## src/rtl/core/rra_pkg.sv

```systemverilog
`default_nettype none

package rra_pkg;

  localparam int unsigned SEQ_W          = 32;
  localparam int unsigned WINDOW_DEFAULT = 64;

  typedef enum logic {
    ST_IDLE,
    ST_EMIT
  } rra_state_t;

  // controller to datapath
  typedef struct packed {
    logic mark;      // input transfer, mark slot if in window
    logic release_;  // load head into output register and advance
  } rra_cmd_t;

  // datapath to controller
  typedef struct packed {
    logic hit_head;  // incoming segment lands on the head slot
    logic rel_last;  // slot after the head is empty
  } rra_stat_t;

endpackage

`default_nettype wire

```

## src/rtl/core/rra_dp.sv

```systemverilog
`default_nettype none

module rra_dp import rra_pkg::*; #(
  parameter int unsigned WINDOW = WINDOW_DEFAULT
) (
  input  wire logic             clk,
  input  wire logic             rst,
  input  wire logic [SEQ_W-1:0] seq_num,
  input  wire rra_cmd_t         cmd,
  output rra_stat_t             stat,
  output logic      [SEQ_W-1:0] ack_seq,
  output logic                  last
);

  localparam int unsigned SLOT_W = (WINDOW > 1) ? $clog2(WINDOW) : 1;

  logic [SEQ_W-1:0]  last_in_order;
  logic [WINDOW-1:0] filled;

  logic [SEQ_W-1:0]  slot_off;
  logic [SLOT_W-1:0] slot_idx;
  logic              in_window;
  logic [WINDOW-1:0] mark_vec;
  logic [WINDOW-1:0] filled_shift;

  // offset from the head; only meaningful when seq_num is above last_in_order
  assign slot_off  = seq_num - last_in_order - SEQ_W'(1);
  assign slot_idx  = slot_off[SLOT_W-1:0];
  assign in_window = (seq_num > last_in_order) && (slot_off < SEQ_W'(WINDOW));
  assign mark_vec  = WINDOW'(1) << slot_idx;

  assign filled_shift = filled >> 1;

  assign stat.hit_head = in_window && (slot_off == '0);
  assign stat.rel_last = ~filled_shift[0];

  always_ff @(posedge clk) begin
    if (rst) begin
      last_in_order <= '0;
      filled        <= '0;
    end else if (cmd.release_) begin
      last_in_order <= last_in_order + SEQ_W'(1);
      filled        <= filled_shift;
    end else if (cmd.mark && in_window) begin
      filled <= filled | mark_vec;
    end
  end

  // output register
  always_ff @(posedge clk) begin
    if (cmd.release_) begin
      ack_seq <= last_in_order + SEQ_W'(1);
      last    <= ~filled_shift[0];
    end
  end

  a_gap_not_head: assert property (@(posedge clk) disable iff (rst)
    (cmd.mark && !stat.hit_head && !filled[0]) |=> !filled[0])
    else $error("head slot marked without a head hit");

  a_release_adv: assert property (@(posedge clk) disable iff (rst)
    cmd.release_ |=> (last_in_order == $past(last_in_order) + SEQ_W'(1)))
    else $error("release did not advance last_in_order");

  a_ack_matches: assert property (@(posedge clk) disable iff (rst)
    cmd.release_ |=> (ack_seq == last_in_order))
    else $error("acknowledged number differs from last_in_order");

endmodule

`default_nettype wire

```

## src/rtl/core/rra_ctrl.sv

```systemverilog
`default_nettype none

module rra_ctrl import rra_pkg::*; (
  input  wire logic      clk,
  input  wire logic      rst,
  input  wire logic      in_valid,
  output logic           in_ready,
  output logic           out_valid,
  input  wire logic      out_ready,
  input  wire rra_stat_t stat,
  output rra_cmd_t       cmd
);

  rra_state_t state, state_next;
  logic       out_valid_next;
  logic       out_free;

  assign out_free = !out_valid || out_ready;

  always_comb begin
    state_next     = state;
    in_ready       = 1'b0;
    cmd.mark       = 1'b0;
    cmd.release_   = 1'b0;
    out_valid_next = out_ready ? 1'b0 : out_valid;
    case (state)
      ST_IDLE: begin
        in_ready = 1'b1;
        cmd.mark = in_valid;
        if (in_valid && stat.hit_head) begin
          state_next = ST_EMIT;
        end
      end
      ST_EMIT: begin
        if (out_free) begin
          cmd.release_   = 1'b1;
          out_valid_next = 1'b1;
          if (stat.rel_last) begin
            state_next = ST_IDLE;
          end
        end
      end
      default: begin
        state_next = ST_IDLE;
      end
    endcase
  end

  always_ff @(posedge clk) begin
    if (rst) begin
      state     <= ST_IDLE;
      out_valid <= 1'b0;
    end else begin
      state     <= state_next;
      out_valid <= out_valid_next;
    end
  end

  a_no_overwrite: assert property (@(posedge clk) disable iff (rst)
    cmd.release_ |-> (!out_valid || out_ready))
    else $error("output register overwritten while stalled");

  a_last_to_idle: assert property (@(posedge clk) disable iff (rst)
    (cmd.release_ && stat.rel_last) |=> (state == ST_IDLE))
    else $error("final release did not return to idle");

  a_emit_after_hit: assert property (@(posedge clk) disable iff (rst)
    (cmd.mark && stat.hit_head) |=> (state == ST_EMIT))
    else $error("head hit did not start release");

endmodule

`default_nettype wire

```

## src/rtl/core/receive_reorder_ack_generator.sv

```systemverilog
// receive reorder window with in-order acknowledgement release
//
// input channel: seq_num with in_valid / in_ready, one segment number per transfer
// output channel: ack_seq and last with out_valid / out_ready
//
// a segment above last_in_order and within WINDOW of it marks its slot in
// an occupancy bitmap; any other segment is dropped with no output. when the
// head slot fills, every consecutive filled slot is released, one
// acknowledgement per cycle while the output is free, with last set on
// the final one of the burst
// an in-window segment that releases nothing only marks its slot. a head
// hit moves the controller to ST_EMIT, where each release registers one
// ack together with out_valid, waiting while the output register is held.
// the release loop is one bitmap shift and one increment per cycle when free
//
// reset clears last_in_order and the bitmap at once, no clearing pass
// a stalled receiver holds the output register; release pauses until the
// pending ack transfers. input is taken only between release bursts
`default_nettype none

module receive_reorder_ack_generator import rra_pkg::*; #(
  parameter int unsigned WINDOW = WINDOW_DEFAULT
) (
  input  wire logic             clk,
  input  wire logic             rst,
  input  wire logic [SEQ_W-1:0] seq_num,
  input  wire logic             in_valid,
  output logic                  in_ready,
  output logic      [SEQ_W-1:0] ack_seq,
  output logic                  last,
  output logic                  out_valid,
  input  wire logic             out_ready
);

  rra_cmd_t  cmd;
  rra_stat_t stat;

  // sequencing: accept, release burst, output valid
  rra_ctrl u_ctrl (
    .clk       (clk),
    .rst       (rst),
    .in_valid  (in_valid),
    .in_ready  (in_ready),
    .out_valid (out_valid),
    .out_ready (out_ready),
    .stat      (stat),
    .cmd       (cmd)
  );

  // window check, bitmap, head pointer and output register
  rra_dp #(
    .WINDOW (WINDOW)
  ) u_dp (
    .clk     (clk),
    .rst     (rst),
    .seq_num (seq_num),
    .cmd     (cmd),
    .stat    (stat),
    .ack_seq (ack_seq),
    .last    (last)
  );

endmodule

`default_nettype wire
```

## config.mk

```make
export PLATFORM = sky130hd
export DESIGN_NAME = receive_reorder_ack_generator
export DESIGN_NICKNAME = d
export VERILOG_FILES = /design/src/rtl/core/rra_pkg.sv /design/src/rtl/core/rra_dp.sv /design/src/rtl/core/rra_ctrl.sv /design/src/rtl/core/receive_reorder_ack_generator.sv
export SDC_FILE = /design/constraint.sdc
export NUM_CORES = 1
export LEC_CHECK = 0
export BUFFER_PORTS_ARGS = -buffer_cell sky130_fd_sc_hd__buf_2
export CAP_MARGIN = 20
export CORE_MARGIN = 3
export CORE_UTILIZATION = 66
export CTS_BUF_LIST = sky130_fd_sc_hd__clkbuf_8
export CTS_CLUSTER_DIAMETER = 40
export DETAILED_ROUTE_END_ITERATION = 8
export PLACE_DENSITY = 0.87
export SLEW_MARGIN = 15
export SYNTH_ARGS = -nofsm -noshare
export SYNTH_HDL_FRONTEND = slang
export SYNTH_SLANG_ARGS = --single-unit
export TNS_END_PERCENT = 5
```

## constraint.sdc

```tcl
create_clock -name clk -period 11.95 [get_ports clk]
set_clock_uncertainty 0.05 [all_clocks]
set_input_delay 2.39 -clock clk [delete_from_list [all_inputs] [get_ports clk]]
set_output_delay 2.39 -clock clk [all_outputs]
set_load 0.1 [all_outputs]
```

==> results of run 1 <==
cells in the mapped netlist, drive strengths merged (2+ instances only):
| cell | n |
|---|---|
| and3b | 2 |
| edfxtp | 33 |
| o2111ai | 2 |
| or3 | 14 |
| and3 | 8 |
| inv | 43 |
| o22ai | 7 |
| nor2b | 4 |
| a31oi | 3 |
| nor3 | 20 |
| o31ai | 2 |
| mux2i | 8 |
| o21a | 9 |
| nor4b | 3 |
| nand4 | 24 |
| nand2b | 3 |
| a21oi | 58 |
| nor2 | 60 |
| xor2 | 12 |
| ha | 34 |
| o41ai | 52 |
| o21bai | 3 |
| clkbuf | 48 |
| nand3 | 18 |
| a311oi | 4 |
| a221oi | 3 |
| or4 | 5 |
| nand3b | 2 |
| o221ai | 2 |
| a211oi | 5 |
| a21boi | 2 |
| nand2 | 183 |
| xnor2 | 58 |
| nor4 | 10 |
| dfxtp | 97 |
| and2 | 5 |
| a21o | 60 |
| buf | 14 |
| or2 | 3 |
| o21ai | 45 |
| o31a | 2 |
worst max-delay path: stages:
cell	delay [ps]
buf_2	100
ha_1	450
and3_1	270
a221oi_4	100
o31a_1	340
a21oi_1	330
o21ai_0	230
a311oi_1	620
xor2_4	110
buf_4	320
a311oi_1	340
nand4_1	390
o22ai_1	290
report_power, final:
group	switching [mW]	internal (mW)	total [mW]
logic	0.0756	0.0358	0.111
clock network	0.173	0.225	0.398
registers	0.000000000100	0.448	0.448
total	0.249	0.709	0.958
final timing paths:
path                                             from         endpoint  slack, ps  depth (start not counted)
worst max-delay path                       seq_num[4]   u_dp.filled[1]       5940                         13
worst min-delay path                  u_dp.filled[63]  u_dp.filled[63]        430                          2
worst min register to register        u_dp.filled[63]  u_dp.filled[63]        430                          2
worst max register to register  u_dp.last_in_order[3]   u_dp.filled[1]       7420                         13
registers in the layout, indices dropped and copies added (netlist names):
register            cells
u_dp.filled            63
u_dp.last_in_order     32
u_ctrl.out_valid        1
u_dp.ack_seq           32
u_ctrl.state            1
u_dp.last               1
routing by layer:
metal / global-route usage (%) / vias to the layer above
met5: 0 / -
met4: 7.50 / 2
met3: 7.46 / 33
met2: 43.9 / 347
met1: 45.9 / 3521
li1: - / 3599
layout make-up:
cell class | count | area, µm² | share of cell area [%]
well taps | 143 | 179 | 2.04
clock inverters | 15 | 190 | 2.16
flip-flops and latches | 130 | 2930 | 33.4
repair buffers | 75 | 388 | 4.41
multi-input cells | 747 | 4700 | 53.5
inverters | 43 | 164 | 1.87
clock buffers | 17 | 234 | 2.66
stage by stage:
step	instances	total power [mW]
after CTS	1170	0.955
after global placement	1138	0.566
after detailed placement	1138	0.566
after global routing	1170	0.986
after floorplan	982	0.538
final	1170	0.958
cells by family after synthesis:
group | count (synthesis)
flops | 130
compound gates | 267
fa+ha+maj | 35
xor+xnor | 70
mux | 8
simple gates | 367
buf+inv | 105
==> results.tsv, run 1 <==
stage	metric	value	unit
route	vias per inst	6.41	
yosys	Post-Synth Simple-Gate Area	20.9	%
status	outcome	finished clean	
clock_tree	H-tree depth	4	
die	Core ar.	11700	µm²
power	Max VDD drop	0.0000644	V
timing	Finish-stage setup viols	0	
timing	Max-slew headroom	31.6	%
timing	Tmin final	6010	ps
die	Die Ht	116	µm
die	full die area	13600	µm²
final_layout	most common cell after layout, fill and taps aside	nand2_1	
min_path	Hold Path Class	register to register	
route	DRT Pass-1 Iters	6	
route	Top Layer Used	met5	
clock_tree	Clock Latency Late Sink	430	ps
setup_path	worst-path fanout max	57	
global_route	first-pass GRT wire length	32800	µm
route	total number of vias	7502	
yosys	synthesized cell area	8050	µm²
global_route	total gr overflow	0	
yosys	Post-Synth Adder-Cell Area	5.54	%
clock_tree	CTS Buf Count	17	
final_layout	Final Util	75.4	%
timing	period utilisation layout	50.3	%
timing	RSZ-0062 raised after global routing	no	
route	met3 wire length	1870	µm
final_layout	nets	1085	
timing	Final TNS setup	0	ps
timing	worst hold margin	431	ps
global_route	vias in the first global route	6618	
final_layout	Synth-to-Final Area Change	9.22	%
clock_tree	Hold-fix buffers, CTS	0	
die	initial core utilization	69.0	%
power	LEAKAGE	2.97	nW
placed_design	post-DP HPWL	13800	µm
route	met2 wire len	8800	µm
final_layout	FILL cells	856	
yosys	Post-synth top flop	dfxtp_1	
yosys	Post-synth ARST share	0	%
final_layout	most frequent cells in the layout	nand2_1 (182), dfxtp_1 (97), buf_2 (70)	
yosys	main combinational cell family by area after synthesis	compound AO/OA/AOI/OAI gates	
setup_path	Worst setup EP type	register	
power	PwrDens	109	nW/µm²
setup_path	startpoint types	input pin	
flow_run	MaxCap Viol Count	0	
route	antenna violation net count after detailed routing	0	
timing	Hold Fails Final Rpt	0	
yosys	xor and xnor area share after synthesis	7.62	%
clock_tree	CTS root buffer	clkbuf_8	
placed_design	RePlAce Congestion	0.994	
clock_tree	TritonCTS clock tree	yes	
yosys	Synth top area share	24.1	%
global_route	initial antenna violation count	1	
clock_tree	Worst-path clk slew	70	ps
route	final wirelength	20300	µm
global_route	largest net degree at the start of global routing	99	
yosys	number of flops mapped to enable cells by yosys	33	
timing	Max Freq	166	MHz
route	DRT iter0 DRCs	983	
die	num rows	39	
placed_design	number of port buffers	70	
yosys	Cells after Synth	982	
yosys	post-synthesis sequential area ratio	36.4	%
placed_design	DP Area	8360	µm²
yosys	post-synthesis mux area share	0.995	%
yosys	Avg Cell Area, Syn	8.19	µm²
yosys	ranking of synthesized cells by area	dfxtp_1 (24%), edfxtp_1 (12%), nand2_1 (8.5%)	
global_route	GRT Total Usage	30.5	%
clock_tree	CTS Buffer Depth	2	
setup_path	Worst Path Required	12240	ps
setup_path	critical path data arrival time	6300	ps
timing	Worst-Margin Slew	1030	ps
setup_path	Crit Path Category	input pin to register	
route	wire per inst	17.4	µm
route	DRC	0	
yosys	Synth warnings	0	
yosys	synthesized flop and latch total	130	
clock_tree	post-CTS setup buffers	0	
final_layout	Design Area, Final	8790	µm²
clock_tree	CTS resizes	0	
yosys	cell accounting for the most synthesized area	dfxtp_1	
placed_design	dpl ws	5580	ps
die	I/O pin cnt	71	
timing	worst setup margin	5940	ps
final_layout	ratio of cells with drive above 1 in the final layout	11.5	%
timing	Final Max Tran Viols	0	
clock_tree	clock sinks	130	
die	Die W	116	µm
yosys	post-synthesis compound-gate area fraction	23.1	%
yosys	count of cell types in the netlist	63	
route	M1 WL	9340	µm
final_layout	Ant. Diodes	0	
yosys	syn_nets	1053	
Power figures use the tool's default switching activity.
==> run 2, diff against run 1 <==
Settings changed: CORE_UTILIZATION 66 to 62, PLACE_DENSITY 0.87 to 0.83.
Clock period 11.95 ns to 5.8 ns, I/O delays scaled along.
==> run 2 against run 1 <==
Against the previous run:
- clock power increased by 110%
- clock-buffer cell count did not move
- setup slack got worse by 4800 ps
- power rose by 110%
- via count down 0.43%
- critical endpoint is now u_dp.filled[21]
- largest power group unchanged
- highest routed layer is now met4
==> results.tsv, run 2 (synthesized netlist as in run 1, its figures left out) <==
stage	metric	value	unit
status	outcome	finished clean	
global_route	vias in the first global route	6505	
timing	RSZ-0062 raised after global routing	no	
setup_path	Buf+Inv Stages, Crit Path	2	
power	LEAKAGE	2.99	nW
route	DRT Pass-1 Iters	5	
die	initial core utilization	65.1	%
timing	Final TNS setup	0	ps
setup_path	Worst Path Required	6040	ps
timing	Worst-Margin Slew	881	ps
die	full die area	14400	µm²
final_layout	most frequent cells in the layout	nand2_1 (182), dfxtp_1 (97), buf_2 (70)	
global_route	GRT Total Usage	28.0	%
setup_path	critical path data arrival time	4870	ps
route	antenna violation net count after detailed routing	0	
die	Die W	120	µm
clock_tree	CTS Buffer Depth	2	
power	overall power	1.98	mW
setup_path	CP max stage cell	o41ai_1	
placed_design	post-DP HPWL	14100	µm
global_route	total gr overflow	0	
route	wire per inst	17.1	µm
setup_path	worst-path fanout max	56	
timing	period utilisation layout	80.0	%
route	final wirelength	20400	µm
clock_tree	clock sinks	130	
power	PwrDens	224	nW/µm²
final_layout	Synth-to-Final Area Change	9.66	%
timing	Max-slew headroom	41.3	%
route	vias per inst	6.25	
die	Core ar.	12400	µm²
die	num rows	40	
final_layout	Top reg by flops	u_dp.filled	
global_route	initial antenna violation count	0	
clock_tree	CTS root buffer	clkbuf_8	
placed_design	RePlAce Congestion	0.990	
clock_tree	Hold-fix buffers, CTS	0	
clock_tree	CTS Buf Count	17	
route	DRT iter0 DRCs	934	
final_layout	most common cell after layout, fill and taps aside	nand2_1	
final_layout	Ant. Diodes	0	
setup_path	Top delay family on crit path	simple AND/OR/NAND/NOR gates	
setup_path	startpoint types	input pin	
final_layout	Final Util	71.4	%
final_layout	max reg flops	63	
timing	Tmin final	4640	ps
min_path	Hold Path Class	register to register	
clock_tree	CTS resizes	0	
final_layout	ratio of cells with drive above 1 in the final layout	11.7	%
route	total number of vias	7470	
placed_design	number of port buffers	70	
global_route	largest net degree at the start of global routing	85	
timing	Max Freq	216	MHz
timing	Hold Fails Final Rpt	0	
final_layout	top flop regs	u_dp.filled: 63 flops, u_dp.ack_seq: 32 flops, u_dp.last_in_order: 32 flops	
timing	worst hold margin	427	ps
route	DRC	0	
clock_tree	Worst-path clk slew	70	ps
setup_path	slowest stage delay, CP	550	ps
setup_path	Crit Path Category	input pin to register	
timing	Finish-stage setup viols	0	
global_route	first-pass GRT wire length	32600	µm
power	Max VDD drop	0.000126	V
flow_run	MaxCap Viol Count	0	
die	I/O pin cnt	71	
clock_tree	Clock Latency Late Sink	430	ps
clock_tree	H-tree depth	4	
clock_tree	TritonCTS clock tree	yes	
final_layout	nets	1085	
setup_path	Worst setup EP type	register	
die	Die Ht	120	µm
clock_tree	post-CTS setup buffers	0	
timing	Final Max Tran Viols	0	
setup_path	critical path, cell by cell	buf_2, ha_1, fa_1, nand3_1, a211oi_1, a211oi_1, nor4b_1, nor4_1, nor4_1, o2111ai_1, nor4_2, nand4_1, buf_4, o41ai_1	
==> run 2: worst min-delay path, cell delays in order (launching register included) <==
cell     delay [ps]
dfxtp_1         330
nand2_1          50
o21ai_0          60
==> run 2: metrics by stage <==
stage / area [µm²] / setup WS [ps] / std cells
CTS: 8820 / 1210 / 1195
finish: 8820 / 1160 / 1195
detailed placement: 8400 / 906 / 1163
global placement: 8400 / 1000 / 1163
global route: 8820 / 1060 / 1195
floorplan: 8050 / 1450 / 982
==> run 2: final timing paths <==
| kind | from | to | slack (ps) | depth (start not counted) |
|---|---|---|---|---|
| hold / removal | u_dp.filled[63] | u_dp.filled[63] | 430 | 2 |
| setup reg to reg | u_dp.last_in_order[0] | u_dp.filled[21] | 1330 | 14 |
| setup / recovery | seq_num[0] | u_dp.filled[21] | 1160 | 14 |
| hold reg to reg | u_dp.filled[63] | u_dp.filled[63] | 430 | 2 |
==> run 2: area by class of cell <==
type | count | area [µm²]
inverters | 43 | 164
repair buffers | 75 | 388
clock buffers | 17 | 234
well taps | 168 | 210
multi-input cells | 747 | 4700
clock inverters | 15 | 194
flip-flops and latches | 130 | 2930
fillers | 972 | 3540
==> run 2: metal layers <==
layer / part of all wire, % / up-vias / track usage [%]
li1: - / 3605 / -
met1: 46 / 3507 / 42.6
met2: 43 / 326 / 40.7
met3: 9.4 / 32 / 5.37
met4: 1.7 / 0 / 7.16
met5: 0 / - / 0
==> run 2: report_power, final <==
group           switching, mW  internal [mW]
sequential     0.000000000207          0.923
clock                   0.362          0.465
combinational           0.155         0.0738
total                   0.516           1.46
